--- src/design/dual_channel_meter_digits_assert.svh ---
// Assertion macros for the dual-channel meter digit block
`ifndef DUAL_CHANNEL_METER_DIGITS_ASSERT_SVH
`define DUAL_CHANNEL_METER_DIGITS_ASSERT_SVH

// Same-cycle implication, held off during reset
`define DCMD_ASSERT_SAME(label, clk, rst_n, ante, cons) \
    label: assert property (@(posedge clk) disable iff (!rst_n) (ante) |-> (cons)) \
        else $error("dcmd: same-cycle check failed");

// Next-cycle implication, held off during reset
`define DCMD_ASSERT_NEXT(label, clk, rst_n, ante, cons) \
    label: assert property (@(posedge clk) disable iff (!rst_n) (ante) |=> (cons)) \
        else $error("dcmd: next-cycle check failed");

`endif

--- src/design/dcmd_pkg.sv ---
// Shared types, constants and widths of the dual-channel meter digit block
`default_nettype none

package dcmd_pkg;

    // Field widths
    localparam int SAMPLE_W  = 10;
    localparam int DIGIT_W   = 4;
    localparam int DIVISOR_W = 16;
    localparam int CFG_IDX_W = 1;

    // Defaults for the top-level parameters
    localparam int HISTORY_DEPTH_DEF = 6;
    localparam int UPDATE_PERIOD_DEF = 50;

    // Counters
    localparam int UPD_CNT_W  = 6;
    localparam int BLINK_W    = 8;
    localparam int BLINK_STEP = 4;

    // Calibration division: (avg << 8) / divisor, one quotient bit a cycle
    localparam int FRAC_W     = 8;
    localparam int QUO_W      = SAMPLE_W + FRAC_W;
    localparam int DIV_STEPS  = QUO_W;
    localparam int STEP_CNT_W = $clog2(DIV_STEPS);

    // Digit forming
    localparam int DISP_W     = 10;
    localparam int DISP_MAX   = 999;
    localparam int DISP_LIMIT = 1000;
    localparam int REM_W      = 7;
    localparam int HUND_MUL   = 41;
    localparam int HUND_SH    = 12;
    localparam int HUND_PW    = DISP_W + 6;
    localparam int TENS_MUL   = 205;
    localparam int TENS_SH    = 11;
    localparam int TENS_PW    = REM_W + 8;

    localparam logic [DIGIT_W-1:0] DIGIT_NINE  = 4'd9;
    localparam logic [DIGIT_W-1:0] DIGIT_BLANK = 4'd10;

    // Configuration register indexes and reset values
    localparam logic [CFG_IDX_W-1:0] CFG_VOLT_DIV = 1'd0;
    localparam logic [CFG_IDX_W-1:0] CFG_AMP_DIV  = 1'd1;
    localparam logic [DIVISOR_W-1:0] VOLT_DIV_RST = 16'd1024;
    localparam logic [DIVISOR_W-1:0] AMP_DIV_RST  = 16'd256;

    typedef enum logic [3:0] {
        ST_IDLE,
        ST_SUM,
        ST_AVG,
        ST_DIV,
        ST_HUND,
        ST_REM,
        ST_TENS,
        ST_UNITS,
        ST_DONE
    } state_t;

    typedef struct packed {
        logic accept;
        logic sum_en;
        logic div_load;
        logic div_step;
        logic hund_en;
        logic rem_en;
        logic tens_en;
        logic units_en;
        logic out_load;
    } cmd_t;

    typedef struct packed {
        logic update_due;
    } stat_t;

endpackage

`default_nettype wire

--- src/design/dual_channel_meter_digits.sv ---
// Dual-channel meter digit former: top level
//
// Input channel (in_valid/in_ready) takes one voltage and one current sample
// per item; output channel (out_valid/out_ready) gives six display digits and
// the overload beep for every item, one result per item, in order.
// cfg_write/cfg_addr/cfg_data set the two Q8.8 calibration divisors; write
// them only while no item is in flight.
// An item passes the SUM, AVG and DONE states from acceptance to out_valid.
// Every UPDATE_PERIOD-th item refreshes the digits and also passes DIV: the
// two calibration divisions run side by side in a restoring divider that
// yields one quotient bit a cycle, followed by the HUND, REM, TENS and UNITS
// digit-forming states. One item is in flight at a time: the next item is
// taken only after the last result has been handed to the output register.
// in_ready is high while the controller is idle; a finished result sits in
// the output register, so the next item is accepted while it waits.
// When the receiver stalls, the following result waits in the controller
// until the output register is free, and no further item is taken.
// Reset clears the sample histories, the update and blink counters, the held
// digits (all zero) and sets the divisors to 4.00 and 1.00.
`default_nettype none

module dual_channel_meter_digits #(
    parameter int HISTORY_DEPTH = dcmd_pkg::HISTORY_DEPTH_DEF,
    parameter int UPDATE_PERIOD = dcmd_pkg::UPDATE_PERIOD_DEF
) (
    input  logic                           clk,
    input  logic                           rst_n,
    input  logic                           in_valid,
    output logic                           in_ready,
    input  logic [dcmd_pkg::SAMPLE_W-1:0]  voltage_sample,
    input  logic [dcmd_pkg::SAMPLE_W-1:0]  current_sample,
    output logic                           out_valid,
    input  logic                           out_ready,
    output logic [dcmd_pkg::DIGIT_W-1:0]   volt_hundreds,
    output logic [dcmd_pkg::DIGIT_W-1:0]   volt_tens,
    output logic [dcmd_pkg::DIGIT_W-1:0]   volt_units,
    output logic [dcmd_pkg::DIGIT_W-1:0]   amp_hundreds,
    output logic [dcmd_pkg::DIGIT_W-1:0]   amp_tens,
    output logic [dcmd_pkg::DIGIT_W-1:0]   amp_units,
    output logic                           overload_beep,
    input  logic                           cfg_write,
    input  logic [dcmd_pkg::CFG_IDX_W-1:0] cfg_addr,
    input  logic [dcmd_pkg::DIVISOR_W-1:0] cfg_data
);

    dcmd_pkg::cmd_t  cmd;
    dcmd_pkg::stat_t stat;

    dcmd_ctrl u_ctrl (
        .clk       (clk),
        .rst_n     (rst_n),
        .in_valid  (in_valid),
        .in_ready  (in_ready),
        .out_ready (out_ready),
        .out_valid (out_valid),
        .stat      (stat),
        .cmd       (cmd)
    );

    dcmd_datapath #(
        .HISTORY_DEPTH (HISTORY_DEPTH),
        .UPDATE_PERIOD (UPDATE_PERIOD)
    ) u_datapath (
        .clk            (clk),
        .rst_n          (rst_n),
        .cmd            (cmd),
        .stat           (stat),
        .cfg_write      (cfg_write),
        .cfg_addr       (cfg_addr),
        .cfg_data       (cfg_data),
        .voltage_sample (voltage_sample),
        .current_sample (current_sample),
        .volt_hundreds  (volt_hundreds),
        .volt_tens      (volt_tens),
        .volt_units     (volt_units),
        .amp_hundreds   (amp_hundreds),
        .amp_tens       (amp_tens),
        .amp_units      (amp_units),
        .overload_beep  (overload_beep)
    );

`include "dual_channel_meter_digits_assert.svh"

    // one item at a time: busy right after an item is taken
    `DCMD_ASSERT_NEXT(a_busy_after_accept, clk, rst_n, in_valid && in_ready, !in_ready)
    // the divider only runs for an item that refreshes the digits
    `DCMD_ASSERT_SAME(a_div_on_update, clk, rst_n, cmd.div_step, stat.update_due)
    // a result never overwrites one still waiting at the output
    `DCMD_ASSERT_SAME(a_no_overwrite, clk, rst_n, cmd.out_load, !out_valid || out_ready)

endmodule

`default_nettype wire

--- src/design/dcmd_ctrl.sv ---
// Controller state machine of the meter digit block
`default_nettype none

module dcmd_ctrl (
    input  logic            clk,
    input  logic            rst_n,
    input  logic            in_valid,
    output logic            in_ready,
    input  logic            out_ready,
    output logic            out_valid,
    input  dcmd_pkg::stat_t stat,
    output dcmd_pkg::cmd_t  cmd
);

    dcmd_pkg::state_t                    state_reg, state_next;
    logic [dcmd_pkg::STEP_CNT_W-1:0]     step_reg, step_next;
    logic                                out_valid_reg, out_valid_next;

    always_ff @(posedge clk or negedge rst_n)
    begin
        if (!rst_n)
        begin
            state_reg     <= dcmd_pkg::ST_IDLE;
            step_reg      <= '0;
            out_valid_reg <= 1'b0;
        end
        else
        begin
            state_reg     <= state_next;
            step_reg      <= step_next;
            out_valid_reg <= out_valid_next;
        end
    end

    always_comb
    begin
        state_next = state_reg;
        step_next  = step_reg;
        cmd        = '0;
        in_ready   = 1'b0;

        unique case (state_reg)
            dcmd_pkg::ST_IDLE:
            begin
                in_ready = 1'b1;
                if (in_valid)
                begin
                    cmd.accept = 1'b1;
                    state_next = dcmd_pkg::ST_SUM;
                end
            end
            dcmd_pkg::ST_SUM:
            begin
                cmd.sum_en = 1'b1;
                state_next = dcmd_pkg::ST_AVG;
            end
            dcmd_pkg::ST_AVG:
            begin
                cmd.div_load = 1'b1;
                step_next    = '0;
                state_next   = stat.update_due ? dcmd_pkg::ST_DIV : dcmd_pkg::ST_DONE;
            end
            dcmd_pkg::ST_DIV:
            begin
                cmd.div_step = 1'b1;
                step_next    = step_reg + 1'b1;
                if (step_reg == dcmd_pkg::STEP_CNT_W'(dcmd_pkg::DIV_STEPS - 1))
                begin
                    state_next = dcmd_pkg::ST_HUND;
                end
            end
            dcmd_pkg::ST_HUND:
            begin
                cmd.hund_en = 1'b1;
                state_next  = dcmd_pkg::ST_REM;
            end
            dcmd_pkg::ST_REM:
            begin
                cmd.rem_en = 1'b1;
                state_next = dcmd_pkg::ST_TENS;
            end
            dcmd_pkg::ST_TENS:
            begin
                cmd.tens_en = 1'b1;
                state_next  = dcmd_pkg::ST_UNITS;
            end
            dcmd_pkg::ST_UNITS:
            begin
                cmd.units_en = 1'b1;
                state_next   = dcmd_pkg::ST_DONE;
            end
            dcmd_pkg::ST_DONE:
            begin
                // hand over only when the output register is free
                if (!out_valid_reg || out_ready)
                begin
                    cmd.out_load = 1'b1;
                    state_next   = dcmd_pkg::ST_IDLE;
                end
            end
            default:
            begin
                state_next = dcmd_pkg::ST_IDLE;
            end
        endcase
    end

    always_comb
    begin
        if (cmd.out_load)
        begin
            out_valid_next = 1'b1;
        end
        else if (out_ready)
        begin
            out_valid_next = 1'b0;
        end
        else
        begin
            out_valid_next = out_valid_reg;
        end
    end

    assign out_valid = out_valid_reg;

endmodule

`default_nettype wire

--- src/design/dcmd_datapath.sv ---
// Datapath of the meter digit block: history, averaging, division, digits
`default_nettype none

module dcmd_datapath #(
    parameter int HISTORY_DEPTH = dcmd_pkg::HISTORY_DEPTH_DEF,
    parameter int UPDATE_PERIOD = dcmd_pkg::UPDATE_PERIOD_DEF
) (
    input  logic                               clk,
    input  logic                               rst_n,
    input  dcmd_pkg::cmd_t                     cmd,
    output dcmd_pkg::stat_t                    stat,
    input  logic                               cfg_write,
    input  logic [dcmd_pkg::CFG_IDX_W-1:0]     cfg_addr,
    input  logic [dcmd_pkg::DIVISOR_W-1:0]     cfg_data,
    input  logic [dcmd_pkg::SAMPLE_W-1:0]      voltage_sample,
    input  logic [dcmd_pkg::SAMPLE_W-1:0]      current_sample,
    output logic [dcmd_pkg::DIGIT_W-1:0]       volt_hundreds,
    output logic [dcmd_pkg::DIGIT_W-1:0]       volt_tens,
    output logic [dcmd_pkg::DIGIT_W-1:0]       volt_units,
    output logic [dcmd_pkg::DIGIT_W-1:0]       amp_hundreds,
    output logic [dcmd_pkg::DIGIT_W-1:0]       amp_tens,
    output logic [dcmd_pkg::DIGIT_W-1:0]       amp_units,
    output logic                               overload_beep
);

    localparam int SW      = dcmd_pkg::SAMPLE_W;
    localparam int DW      = dcmd_pkg::DIGIT_W;
    localparam int VW      = dcmd_pkg::DIVISOR_W;
    localparam int QW      = dcmd_pkg::QUO_W;
    localparam int PW      = dcmd_pkg::DISP_W;
    localparam int RW      = dcmd_pkg::REM_W;
    localparam int SUM_W   = $clog2(HISTORY_DEPTH * ((1 << SW) - 1) + 1);
    // sum / HISTORY_DEPTH as a multiply by a rounded-up reciprocal
    localparam int RSH     = SUM_W + 5;
    localparam int RECIP_W = RSH + 1;
    localparam logic [RECIP_W-1:0] RECIP =
        RECIP_W'(((1 << RSH) + HISTORY_DEPTH - 1) / HISTORY_DEPTH);
    localparam int PROD_W  = SUM_W + RECIP_W;

    // Divider step: shift in the next dividend bit, subtract when it fits.
    // A zero divisor always fits, so the quotient saturates to all ones.
    function automatic logic [VW+QW-1:0] div_iter(
        input logic [VW-1:0] rem,
        input logic [QW-1:0] quo,
        input logic [VW-1:0] dvs
    );
        logic [VW:0] shifted;
        logic [VW:0] diff;
        shifted = {rem, quo[QW-1]};
        diff    = shifted - {1'b0, dvs};
        if (shifted >= {1'b0, dvs})
        begin
            div_iter = {diff[VW-1:0], quo[QW-2:0], 1'b1};
        end
        else
        begin
            div_iter = {shifted[VW-1:0], quo[QW-2:0], 1'b0};
        end
    endfunction

    // Configuration
    logic [VW-1:0] v_divisor_reg, a_divisor_reg;

    // History shift lines and counters
    logic [SW-1:0]                     v_hist_reg [HISTORY_DEPTH];
    logic [SW-1:0]                     a_hist_reg [HISTORY_DEPTH];
    logic [dcmd_pkg::UPD_CNT_W-1:0]    upd_cnt_reg, upd_cnt_next;
    logic [dcmd_pkg::BLINK_W-1:0]      blink_reg;
    logic                              due_reg;
    logic                              blink_on_reg;

    // Averaging
    logic [SUM_W-1:0]  v_sum, a_sum, v_sum_reg, a_sum_reg;
    logic [PROD_W-1:0] v_prod, a_prod;

    // Division lanes
    logic [VW-1:0]    v_dr_reg, a_dr_reg;
    logic [QW-1:0]    v_q_reg, a_q_reg;
    logic [VW+QW-1:0] v_iter, a_iter;

    // Digit forming
    logic [PW-1:0]             v_val, a_val, v_val_reg, a_val_reg;
    logic [dcmd_pkg::HUND_PW-1:0] v_hprod, a_hprod;
    logic [DW-1:0]             v_h_reg, a_h_reg, v_t_reg, a_t_reg;
    logic                      a_ovl_reg;
    logic [RW-1:0]             v_r_reg, a_r_reg;
    logic [dcmd_pkg::TENS_PW-1:0] v_tprod, a_tprod;
    logic [RW-1:0]             v_u, a_u;

    // Held and output digits
    logic [DW-1:0] held_reg [6];
    logic          held_beep_reg;
    logic [DW-1:0] out_reg [6];
    logic          out_beep_reg;

    always_ff @(posedge clk or negedge rst_n)
    begin
        if (!rst_n)
        begin
            v_divisor_reg <= dcmd_pkg::VOLT_DIV_RST;
            a_divisor_reg <= dcmd_pkg::AMP_DIV_RST;
        end
        else if (cfg_write)
        begin
            unique case (cfg_addr)
                dcmd_pkg::CFG_VOLT_DIV: v_divisor_reg <= cfg_data;
                dcmd_pkg::CFG_AMP_DIV:  a_divisor_reg <= cfg_data;
                default:                v_divisor_reg <= v_divisor_reg;
            endcase
        end
    end

    always_comb
    begin
        if (upd_cnt_reg + 1'b1 >= dcmd_pkg::UPD_CNT_W'(UPDATE_PERIOD))
        begin
            upd_cnt_next = '0;
        end
        else
        begin
            upd_cnt_next = upd_cnt_reg + 1'b1;
        end
    end

    always_ff @(posedge clk or negedge rst_n)
    begin
        if (!rst_n)
        begin
            for (int k = 0; k < HISTORY_DEPTH; k++)
            begin
                v_hist_reg[k] <= '0;
                a_hist_reg[k] <= '0;
            end
            upd_cnt_reg  <= '0;
            blink_reg    <= '0;
            due_reg      <= 1'b0;
            blink_on_reg <= 1'b0;
        end
        else if (cmd.accept)
        begin
            for (int k = 0; k < HISTORY_DEPTH - 1; k++)
            begin
                v_hist_reg[k] <= v_hist_reg[k + 1];
                a_hist_reg[k] <= a_hist_reg[k + 1];
            end
            v_hist_reg[HISTORY_DEPTH - 1] <= voltage_sample;
            a_hist_reg[HISTORY_DEPTH - 1] <= current_sample;
            // sample the counters before they advance
            due_reg      <= (upd_cnt_reg == '0);
            blink_on_reg <= blink_reg[dcmd_pkg::BLINK_W - 1];
            upd_cnt_reg  <= upd_cnt_next;
            blink_reg    <= blink_reg + dcmd_pkg::BLINK_W'(dcmd_pkg::BLINK_STEP);
        end
    end

    assign stat.update_due = due_reg;

    always_comb
    begin
        v_sum = '0;
        a_sum = '0;
        for (int k = 0; k < HISTORY_DEPTH; k++)
        begin
            v_sum = v_sum + SUM_W'(v_hist_reg[k]);
            a_sum = a_sum + SUM_W'(a_hist_reg[k]);
        end
    end

    assign v_prod = PROD_W'(v_sum_reg) * PROD_W'(RECIP);
    assign a_prod = PROD_W'(a_sum_reg) * PROD_W'(RECIP);

    assign v_iter = div_iter(v_dr_reg, v_q_reg, v_divisor_reg);
    assign a_iter = div_iter(a_dr_reg, a_q_reg, a_divisor_reg);

    always_ff @(posedge clk)
    begin
        if (cmd.sum_en)
        begin
            v_sum_reg <= v_sum;
            a_sum_reg <= a_sum;
        end
        if (cmd.div_load)
        begin
            v_q_reg  <= {v_prod[RSH +: SW], {dcmd_pkg::FRAC_W{1'b0}}};
            a_q_reg  <= {a_prod[RSH +: SW], {dcmd_pkg::FRAC_W{1'b0}}};
            v_dr_reg <= '0;
            a_dr_reg <= '0;
        end
        else if (cmd.div_step)
        begin
            {v_dr_reg, v_q_reg} <= v_iter;
            {a_dr_reg, a_q_reg} <= a_iter;
        end
    end

    // Hundreds by multiply with 41/4096, exact below 1000
    always_comb
    begin
        if (v_q_reg > QW'(dcmd_pkg::DISP_MAX))
        begin
            v_val = PW'(dcmd_pkg::DISP_MAX);
        end
        else
        begin
            v_val = v_q_reg[PW-1:0];
        end
        a_val   = a_q_reg[PW-1:0];
        v_hprod = dcmd_pkg::HUND_PW'(v_val) * dcmd_pkg::HUND_PW'(dcmd_pkg::HUND_MUL);
        a_hprod = dcmd_pkg::HUND_PW'(a_val) * dcmd_pkg::HUND_PW'(dcmd_pkg::HUND_MUL);
    end

    // Tens by multiply with 205/2048, exact below 100
    assign v_tprod = dcmd_pkg::TENS_PW'(v_r_reg) * dcmd_pkg::TENS_PW'(dcmd_pkg::TENS_MUL);
    assign a_tprod = dcmd_pkg::TENS_PW'(a_r_reg) * dcmd_pkg::TENS_PW'(dcmd_pkg::TENS_MUL);
    assign v_u     = v_r_reg - RW'(v_t_reg) * RW'(10);
    assign a_u     = a_r_reg - RW'(a_t_reg) * RW'(10);

    always_ff @(posedge clk)
    begin
        if (cmd.hund_en)
        begin
            v_val_reg <= v_val;
            a_val_reg <= a_val;
            v_h_reg   <= v_hprod[dcmd_pkg::HUND_SH +: DW];
            a_h_reg   <= a_hprod[dcmd_pkg::HUND_SH +: DW];
            a_ovl_reg <= (a_q_reg >= QW'(dcmd_pkg::DISP_LIMIT));
        end
        if (cmd.rem_en)
        begin
            v_r_reg <= RW'(v_val_reg - PW'(v_h_reg) * PW'(100));
            a_r_reg <= RW'(a_val_reg - PW'(a_h_reg) * PW'(100));
        end
        if (cmd.tens_en)
        begin
            v_t_reg <= v_tprod[dcmd_pkg::TENS_SH +: DW];
            a_t_reg <= a_tprod[dcmd_pkg::TENS_SH +: DW];
        end
    end

    always_ff @(posedge clk or negedge rst_n)
    begin
        if (!rst_n)
        begin
            for (int k = 0; k < 6; k++)
            begin
                held_reg[k] <= '0;
            end
            held_beep_reg <= 1'b0;
        end
        else if (cmd.units_en)
        begin
            // blank a leading voltage zero
            held_reg[0] <= (v_h_reg == '0) ? dcmd_pkg::DIGIT_BLANK : v_h_reg;
            held_reg[1] <= v_t_reg;
            held_reg[2] <= v_u[DW-1:0];
            if (a_ovl_reg)
            begin
                for (int k = 3; k < 6; k++)
                begin
                    held_reg[k] <= blink_on_reg ? dcmd_pkg::DIGIT_NINE
                                                : dcmd_pkg::DIGIT_BLANK;
                end
                held_beep_reg <= blink_on_reg;
            end
            else
            begin
                held_reg[3]   <= a_h_reg;
                held_reg[4]   <= a_t_reg;
                held_reg[5]   <= a_u[DW-1:0];
                held_beep_reg <= 1'b0;
            end
        end
    end

    always_ff @(posedge clk)
    begin
        if (cmd.out_load)
        begin
            for (int k = 0; k < 6; k++)
            begin
                out_reg[k] <= held_reg[k];
            end
            out_beep_reg <= held_beep_reg;
        end
    end

    assign volt_hundreds = out_reg[0];
    assign volt_tens     = out_reg[1];
    assign volt_units    = out_reg[2];
    assign amp_hundreds  = out_reg[3];
    assign amp_tens      = out_reg[4];
    assign amp_units     = out_reg[5];
    assign overload_beep = out_beep_reg;

endmodule

`default_nettype wire

--- config.mk ---
export PLATFORM = sky130hd
export DESIGN_NAME = dual_channel_meter_digits
export DESIGN_NICKNAME = d
export VERILOG_FILES = /design/src/design/dcmd_pkg.sv /design/src/design/dual_channel_meter_digits.sv /design/src/design/dcmd_ctrl.sv /design/src/design/dcmd_datapath.sv
export VERILOG_INCLUDE_DIRS = /design/src /design/src/design
export SDC_FILE = /design/constraint.sdc
export NUM_CORES = 1
export LEC_CHECK = 0
export ABC_AREA = 1
export BUFFER_PORTS_ARGS = -buffer_cell sky130_fd_sc_hd__buf_2
export CAP_MARGIN = 20
export CORE_ASPECT_RATIO = 0.5
export CORE_MARGIN = 2
export CORE_UTILIZATION = 65
export CTS_CLUSTER_DIAMETER = 200
export CTS_CLUSTER_SIZE = 25
export DETAILED_ROUTE_END_ITERATION = 8
export GPL_TIMING_DRIVEN = 0
export PLACE_DENSITY = 0.89
export SKIP_CTS_REPAIR_TIMING = 1
export SLEW_MARGIN = 20
export SYNTH_ARGS = -nofsm -noshare
export SYNTH_HDL_FRONTEND = slang
export SYNTH_SLANG_ARGS = --single-unit
--- constraint.sdc ---
create_clock -name clk -period 8.91 [get_ports clk]
set_input_delay 0.891 -clock clk [delete_from_list [all_inputs] [get_ports clk]]
set_output_delay 0.891 -clock clk [all_outputs]
set_load 0.01 [all_outputs]
After elaboration in Yosys (flattened, before gate mapping). Memories as Yosys holds them, arrays and structs flattened. Index checks and enable logic that the tools add are counted.

Register bits after elaboration: 343. RAM bits: 24. Input bits: 42. Memories: 1.

Memory list: u_datapath.out_reg (depth 6, width 4, rd ports 6, clocked after Yosys merged registers in 0, wr ports 6, RTL line dcmd_datapath.sv:93) `logic [DW-1:0] out_reg [6];`.

Add/subtract/negate cells: 19. Multiply operators: 10. Magnitude comparators: 5. Equal/unequal tests: 12. Mux-type cells: 34. Bitwise gates (word level): 1. Reductions and logical operators: 11.

Operator list (number): adder 13 x 10 -> 13 bit (8); 2-to-1 mux 18 bit (4); 2-to-1 mux 34 bit (2); multiplier 13 x 16 -> 28 bit (second input constant) (2); one-hot mux 4 bit (9 select lines) (1); greater-or-equal comparator 17 x 16 -> 1 bit (2); multiplier 10 x 6 -> 16 bit (second input constant) (2); subtractor 16 bit (2); multiplier 7 x 8 -> 15 bit (second input constant) (2); adder 10 x 10 -> 11 bit (2); 2-to-1 mux 4 bit (5); greater-or-equal comparator 18 x 10 -> 1 bit (second input constant) (1); > comparator 18 x 10 -> 1 bit (second input constant) (1); 2-to-1 mux 1 bit (17); == test 4 x 3 -> 1 bit (second input constant) (4); subtractor 7 bit (2); 2-to-1 mux 12 bit (1); multiplier 4 x 5 -> 5 bit (second input constant) (2); 2-to-1 mux 10 bit (1); one-hot mux 5 bit (2 select lines) (1); adder 8 x 3 -> 8 bit (second input constant) (1); == test 4 x 2 -> 1 bit (second input constant) (2); logical NOT 4 bit (2); multiplier 4 x 3 -> 3 bit (second input constant) (2); other kinds (18) (23).

Depth between registers and ports, before layout. Gate-level depths: netlist of the first run.

Depth after elaboration: 6. Mapped depth: 23.

Modules after synthesis. From an unflattened synthesis of the first run, not the netlist that was laid out.

Cell total of the unflattened synthesis: 3340. Area total of the unflattened synthesis: 28837.7 µm².

Modules (own cells, without submodules): dcmd_datapath (instances 1, cells an instance 3252, area each 28199.5 µm², seq. area each 9226.3 µm²); dcmd_ctrl (instances 1, cells an instance 88, area each 638.1 µm², seq. area each 250.2 µm²).

Worst setup path after synthesis of the first run. OpenSTA, ideal clock, no wires.

Path type: reg-to-reg. From: reg u_datapath.v_hist_reg[40] in the netlist's numbering. To: reg u_datapath.v_sum_reg[9] (data pin). Library setup time: 0.265 ns. Arrival time: 4.178 ns. Path slack: 4.467 ns. Stages on the path, launching flop included: 21. Buffers on the path: 0. Period minus slack after synthesis: 4.443 ns. Cell sequence: dfrtp_1 -> ha_1 -> inv_1 -> fa_1 -> o21ai_0 -> a21oi_1 -> nor2_1 -> nor2_1 -> xor2_1 -> inv_1 -> fa_1 -> fa_1 -> inv_1 -> fa_1 -> inv_1 -> ha_1 -> a21oi_1 -> o21ai_0 -> a21oi_1 -> o211ai_1 -> xor2_1.

Word-level cells in the longest chain between the ends: 5.

RTL lines: start: declaration (RTL line dcmd_datapath.sv:65) `logic [SW-1:0] v_hist_reg [HISTORY_DEPTH];`; start signal: indexed assignment (RTL line dcmd_datapath.sv:143) `v_hist_reg[k] <= v_hist_reg[k + 1];`; start signal: indexed assignment (RTL line dcmd_datapath.sv:146) `v_hist_reg[HISTORY_DEPTH - 1] <= voltage_sample;`; adder 10 x 10 -> 11 bit (RTL line dcmd_datapath.sv:164) `v_sum = v_sum + SUM_W'(v_hist_reg[k]);`; adder 13 x 10 -> 13 bit (4 in a row) (RTL line dcmd_datapath.sv:164); via u_datapath.v_sum[9] (RTL line dcmd_datapath.sv:73) `logic [SUM_W-1:0] v_sum, a_sum, v_sum_reg, a_sum_reg;`; end signal: assignment (RTL line dcmd_datapath.sv:179) `v_sum_reg <= v_sum;`; end: declaration (RTL line dcmd_datapath.sv:73).

The timed path passes the listed nets, and every way through them passes these cells. A chain may end at the register's enable or synchronous reset.

Worst setup path in the final report of the first run. Same ends and word-level chain as after synthesis.

==> impl_metrics.json, run 1 <==
{
  "place_congestion": 0.950,
  "die_h_um": 154,
  "slowest_delay_ns": 0.52,
  "ys_seq_area_share_pct": 32.6,
  "clock-root-buffer": "clkbuf_16",
  "grt_max_degree": 91,
  "grt_pass1_wl_mm": 112,
  "syn_area_per_cell_um2": 8.67,
  "num_vias": 22800,
  "cts_tree": "built",
  "pin_count": 69,
  "synth_cells": 3356,
  "antenna_found_initial": 0,
  "crit_chain": "ha_1 -> inv_1 -> fa_1 -> o21ai_0 -> a21oi_1 -> nor2_1 -> nor2_1 -> xor2_1 -> inv_1 -> fa_1 -> fa_1 -> inv_1 -> fa_1 -> inv_1 -> ha_1 -> a21oi_1 -> o21ai_0 -> a21oi_1 -> o211ai_1 -> xor2_1",
  "status": "complete, no violations",
  "final_antenna_net_count": 0,
  "die_w_um": 303,
  "fin_crit_sh_pct": 57.5,
  "rows": 54,
  "crit_type": "reg2reg",
  "fmaxAchievable_mhz": 195,
  "grt_setup_unrepaired": "false",
  "crit_path_max_fanout": 4,
  "areaGrowthSynthToFinish_pct": 5.89,
  "overflow": 0,
  "path_clk_slew_ns": 0.12,
  "critical_path.slowest_cell": "fa_1",
  "wl_per_cell_um": 16.4,
  "setup_viol": 0,
  "die_area_um2": 46600,
  "start_util_pct": 66.3,
  "crit_buf_inv": 4,
  "vias_per_cell": 5.63,
  "required_ns": 9.22,
  "nets": 4061,
  "hold_path.class": "in2async",
  "fin_ws_ns": 3.79,
  "fill_cells": 3169,
  "min_period_ns": 5.12,
  "drv_slew": 0,
  "fin_tns_setup_ns": 0,
  "slew_headroom_pct": 46.7,
  "cp_top_family": "adder cells",
  "dp.final_hpwl_mm": 53.0,
  "drt_pre_antenna_iters": 8,
  "max_cap_violations": 0,
  "syn_nets": 3969,
  "grt_util_all_layers_pct": 29.4,
  "numPortBuffers": 68,
  "critPathCaptureType": "flip-flop",
  "insertion_delay_ns": 0.55,
  "multi_input_area_um2": 16700,
  "layout-drive-gt1-share_pct": 5.41,
  "worstMarginPinSlew_ns": 0.798,
  "netlist_area_um2": 29100,
  "wl_mm": 66.5,
  "place_ws_ns": 3.97,
  "fp.coreArea_um2": 43800,
  "yosysWarnings": 0,
  "finalClockSkew_ns": 0.0296,
  "crit_path_start_kind": "flip-flop",
  "cts_sinks": 365,
  "timing_hold_violations_final": 0,
  "cts_made_buffers": 18,
  "synth_cell_types": 52,
  "synth-seq-cells": 365,
  "grt_pass1_vias": 23800,
  "regArea_um2": 9480,
  "drt-initial-drc-count": 1836,
  "fin_area_um2": 30800,
  "crit_arrival_ns": 5.43,
  "dpl_cell_area_um2": 30300,
  "diodes": 0,
  "drc_errors": 0,
  "ctsHtreeMaxLevel": 1,
  "clockBufferDepth": 3
}
logic make-up after synthesis:
group,Yosys count,synth area share [%]
AO/OA/AOI/OAI,472,8.88
XOR/XNOR,96,2.89
adder cells (fa/ha/maj),571,29.5
buffers and inverters,759,10.1
flip-flops,365,32.6
AND/OR/NAND/NOR,1093,16.1
layout make-up:
type                            instances  area share [%]
Multi-Input combinational cell       2232            54.2
Sequential cell                       365            30.8
Inverter                              697            8.49
Tap cell                              588            2.39
Clock buffer                           30            1.68
Timing Repair Buffer                   72            1.38
Buffer                                 62            1.02
Clock inverter                          1          0.0366
synth_stat cells, drive strengths merged:
master / n / area share, %
or2: 4 / 0.086
clkbuf: 28 / 0.36
o21bai: 12 / 0.31
xnor2: 46 / 1.4
a211oi: 5 / 0.13
fa: 190 / 13
buf: 34 / 0.72
o22ai: 18 / 0.39
dfxtp: 48 / 3.3
o31ai: 5 / 0.13
nand2: 683 / 9.0
a32o: 1 / 0.034
nand4: 55 / 1.2
dfrtp: 199 / 17
a21oi: 152 / 2.6
o41ai: 1 / 0.030
o22a: 2 / 0.060
dfstp: 2 / 0.18
o2111ai: 6 / 0.18
inv: 697 / 9.0
o311ai: 1 / 0.030
a21boi: 2 / 0.052
o21ai: 232 / 4.0
o21a: 6 / 0.15
nand2b: 1 / 0.022
xor2: 50 / 1.5
o211ai: 7 / 0.18
nor2: 168 / 2.3
nand3: 142 / 2.7
nor4: 5 / 0.11
nand3b: 8 / 0.21
a21o: 15 / 0.39
a31oi: 5 / 0.11
edfxtp: 116 / 12
nor3: 24 / 0.43
and2: 3 / 0.065
ha: 381 / 16
a22o: 2 / 0.060
path summary, 6_finish.rpt:
check,startpoint,cells after the start,to,slack (ns)
worst min-delay path,rst_n,1,u_datapath.v_hist_reg[43],0.28
min in group clk,u_datapath.a_val_reg[1],0,u_datapath.a_r_reg[1],0.43
max in group asynchronous,rst_n,2,u_datapath.a_divisor_reg[8],7.80
worst max-delay path,u_datapath.v_hist_reg[40],20,u_datapath.v_sum_reg[9],3.79
worst max register to register,u_datapath.v_hist_reg[40],20,u_datapath.v_sum_reg[9],3.79
worst min register to register,u_datapath.a_val_reg[1],0,u_datapath.a_r_reg[1],0.43
metrics by stage:
stage / hold WS, ns / utilization (%) / std cells
global route: 0.309 / 70.2 / 4047
global placement: 0.402 / 68.8 / 4012
detailed placement: 0.411 / 69.0 / 4016
floorplan: 0.400 / - / 3356
finish: 0.279 / 70.2 / 4047
CTS: 0.285 / 70.2 / 4047
routing by layer:
layer	vias up	global-route usage [%]	routed length, um
li1	10900	-	-
met4	0	8.94	1950
met3	167	3.41	3760
met5	-	0	0
met1	10900	37.6	27500
met2	789	52.4	33200
cell usage in the layout, fill, tap and decap left out, drive strengths merged, types with 15 or more instances in the layout:
| cell type | instances |
|---|---|
| a21o | 15 |
| a21oi | 152 |
| buf | 106 |
| clkbuf | 58 |
| dfrtp | 199 |
| dfxtp | 48 |
| edfxtp | 116 |
| fa | 190 |
| ha | 381 |
| inv | 698 |
| nand2 | 683 |
| nand3 | 142 |
| nand4 | 55 |
| nor2 | 168 |
| nor3 | 24 |
| o21ai | 232 |
| o22ai | 18 |
| xnor2 | 46 |
| xor2 | 50 |
Power of run 1 is left out: the tool's default activity adds up to more than one toggle a clock period on the data nets, which glitch-free logic cannot reach.
==> inputs of run 2 (changes only) <==
--- a/config.mk
+++ b/config.mk
@@ -6,17 +6,17 @@
 export SDC_FILE = /design/constraint.sdc
 export NUM_CORES = 1
 export LEC_CHECK = 0
-export ABC_AREA = 1
+export ABC_AREA = 0
 export BUFFER_PORTS_ARGS = -buffer_cell sky130_fd_sc_hd__buf_2
 export CAP_MARGIN = 20
 export CORE_ASPECT_RATIO = 0.5
 export CORE_MARGIN = 2
-export CORE_UTILIZATION = 65
+export CORE_UTILIZATION = 64
 export CTS_CLUSTER_DIAMETER = 200
 export CTS_CLUSTER_SIZE = 25
 export DETAILED_ROUTE_END_ITERATION = 8
 export GPL_TIMING_DRIVEN = 0
-export PLACE_DENSITY = 0.89
+export PLACE_DENSITY = 0.88
 export SKIP_CTS_REPAIR_TIMING = 1
 export SLEW_MARGIN = 20
 export SYNTH_ARGS = -nofsm -noshare
==> constraint.sdc (replaced) <==
create_clock -name clk -period 5.3 [get_ports clk]
set_input_delay 0.53 -clock clk [delete_from_list [all_inputs] [get_ports clk]]
set_output_delay 0.53 -clock clk [all_outputs]
set_load 0.01 [all_outputs]
==> impl_metrics.json, run 2 <==
{
  "drt-initial-drc-count": 1623,
  "final_cell_mix": "467 x inv_1, 403 x nand2_1, 362 x ha_1",
  "min_period_ns": 5.51,
  "synth_top_family_by_area": "adder cells",
  "status": "finished with violations",
  "slew_headroom_pct": 20.0,
  "synth_common_cells": "475 x inv_1, 404 x nand2_1, 381 x ha_1",
  "grt_util_all_layers_pct": 26.8,
  "ys_seq_area_share_pct": 35.1,
  "grt_setup_unrepaired": "true",
  "syn_nets": 3309,
  "yosys.area_share.simple_pct": 10.2,
  "fp.coreArea_um2": 41800,
  "grt_pass1_wl_mm": 94.7,
  "synth_cell_types": 77,
  "antenna_found_initial": 1,
  "fmaxAchievable_mhz": 181,
  "synthAdderAreaFrac_pct": 31.8,
  "crit_type": "reg2reg",
  "place_ws_ns": -0.533,
  "place_congestion": 0.920,
  "clock-root-buffer": "clkbuf_16",
  "fin_crit_sh_pct": 104,
  "pin_count": 69,
  "die_w_um": 294,
  "drc_errors": 0,
  "netlist_area_um2": 27000,
  "grt_pass1_vias": 19900,
  "crit_arrival_ns": 5.80,
  "synth.most_common_cell": "inv_1",
  "ctsHtreeMaxLevel": 1,
  "holdCritStartpoint": "voltage_sample[2]",
  "rows": 53,
  "yosysTopAreaCellShare_pct": 18.5,
  "hold_depth": 3,
  "final_antenna_net_count": 0,
  "areaGrowthSynthToFinish_pct": 8.82,
  "reg2reg_depth": 18,
  "die_h_um": 149,
  "hold_path.class": "in2reg",
  "critPathCaptureType": "flip-flop",
  "synth_compound_area_share_pct": 9.57,
  "clockBufferDepth": 3,
  "synth.mux.area_fraction_pct": 1.96,
  "path_clk_slew_ns": 0.11,
  "post_synth_xor_area_fraction_pct": 3.77,
  "numPortBuffers": 68,
  "vias_per_cell": 5.81,
  "cts_tree": "built",
  "num_vias": 19700,
  "fin_util_pct": 70.3,
  "synth-seq-cells": 365,
  "synth-edff-count": 116,
  "ys.flop_type": "dfrtp_1",
  "start_util_pct": 64.6,
  "yosysWarnings": 0,
  "nets": 3440,
  "worstMarginPinSlew_ns": 1.19,
  "synth_top_cell_by_area": "dfrtp_1",
  "max_cap_violations": 0,
  "die_area_um2": 43900,
  "wl_per_cell_um": 18.4,
  "syn_area_per_cell_um2": 10.0,
  "overflow": 0,
  "fin_ws_ns": -0.211,
  "timing_hold_violations_final": 0,
  "setup_viol": 6,
  "required_ns": 5.59,
  "dp.final_hpwl_mm": 44.8,
  "wl_mm": 62.3,
  "cts_sinks": 365,
  "whs_ns": 0.170,
  "drt_pre_antenna_iters": 5,
  "synth_cells": 2696,
  "drv_slew": 0,
  "grt_max_degree": 92,
  "cp-startpoint": "u_datapath.a_sum_reg[9]",
  "crit_path_start_kind": "flip-flop",
  "finalClockSkew_ns": 0.0324,
  "layout-drive-gt1-share_pct": 8.95,
  "violations": "setup timing",
  "crit_path_max_fanout": 4,
  "async_flop_share_pct": 55.1,
  "r2r-start": "u_datapath.a_sum_reg[9]",
  "cts_made_buffers": 18,
  "synth_area_leaders": "dfrtp_1 18%, ha_1 18%, fa_1 14%",
  "insertion_delay_ns": 0.56,
  "final_common_cell": "inv_1"
}
-- run 2: cell count changes in the layout (fill, tap and decap cells not counted), moves of 22 or more --
cell / before / now
a21oi_1: 151 / 84
buf_4: 9 / 39
clkbuf_1: 38 / 64
inv_1: 689 / 467
mux2_2: 0 / 22
mux2i_1: 0 / 28
nand2_1: 668 / 403
nand3_1: 125 / 24
nand4_1: 55 / 11
nor2_1: 157 / 69
o21ai_0: 220 / 176
xnor2_1: 46 / 80
-- run 2: cells by family (layout without fill, tap and decap cells) --
group                    Yosys count  count (layout)
AO/OA/AOI/OAI                    424             424
XOR/XNOR                         116             116
adder cells (fa/ha/maj)          571             571
buffers and inverters            538             680
flip-flops                       365             365
multiplexers                      50              50
other                              0               2
AND/OR/NAND/NOR                  632             632
-- run 2: path summary, 6_finish.rpt --
| path | slack [ns] | end |
|---|---|---|
| max reg2reg | -0.21 | u_datapath.a_q_reg[16] |
| min | 0.17 | u_datapath.v_hist_reg[2] |
| min reg2reg | 0.43 | u_datapath.a_r_reg[1] |
| max in group asynchronous | 3.68 | u_datapath.a_hist_reg[34] |
| max | -0.21 | u_datapath.a_q_reg[16] |
| min in group asynchronous | 0.42 | u_datapath.a_divisor_reg[6] |
-- run 2: cell type report --
| class | instances | area (um2) |
|---|---|---|
| multi-input combinational | 1793 | 15900 |
| fill | 2734 | 12400 |
| sequential | 365 | 9480 |
| inverter | 475 | 1790 |
| timing repair buffer | 111 | 728 |
| tap | 550 | 688 |
| clock buffer | 30 | 517 |
| buffer | 63 | 282 |
| clock inverter | 1 | 11.3 |
| antenna | 2 | 5.00 |
-- run 2: metrics by stage --
step | instance area (um2) | TNS, ns | cells
global placement | 28000 | -0.758 | 3314
CTS | 28700 | -3.49 | 3352
global route | 29400 | -1.80 | 3389
detailed placement | 28100 | -3.47 | 3321
floorplan | 27000 | 0 | 2696
finish | 29400 | -0.677 | 3390
-- run 2: layer usage --
layer  GRT usage (%)  up-vias  share of wire [%]
met4            9.69        0                3.9
met1            33.3     9642                 39
met3            4.17      200                6.2
li1                -     9103                  -
met5               0        -                  0
met2            47.9      746                 50
-- run 2: critical path, stage by stage, from the launching register on --
cell	delay, ns
edfxtp_1	0.51
ha_4	0.33
inv_4	0.04
fa_2	0.57
inv_4	0.06
fa_2	0.51
fa_1	0.53
inv_2	0.04
fa_1	0.51
inv_2	0.05
ha_4	0.27
nand3_4	0.09
a211oi_4	0.22
a2111oi_4	0.06
a211o_1	0.38
a311oi_4	0.43
a31oi_1	0.16
xor2_1	0.31
o21ai_1	0.16
Power of run 2 is left out for the same reason.
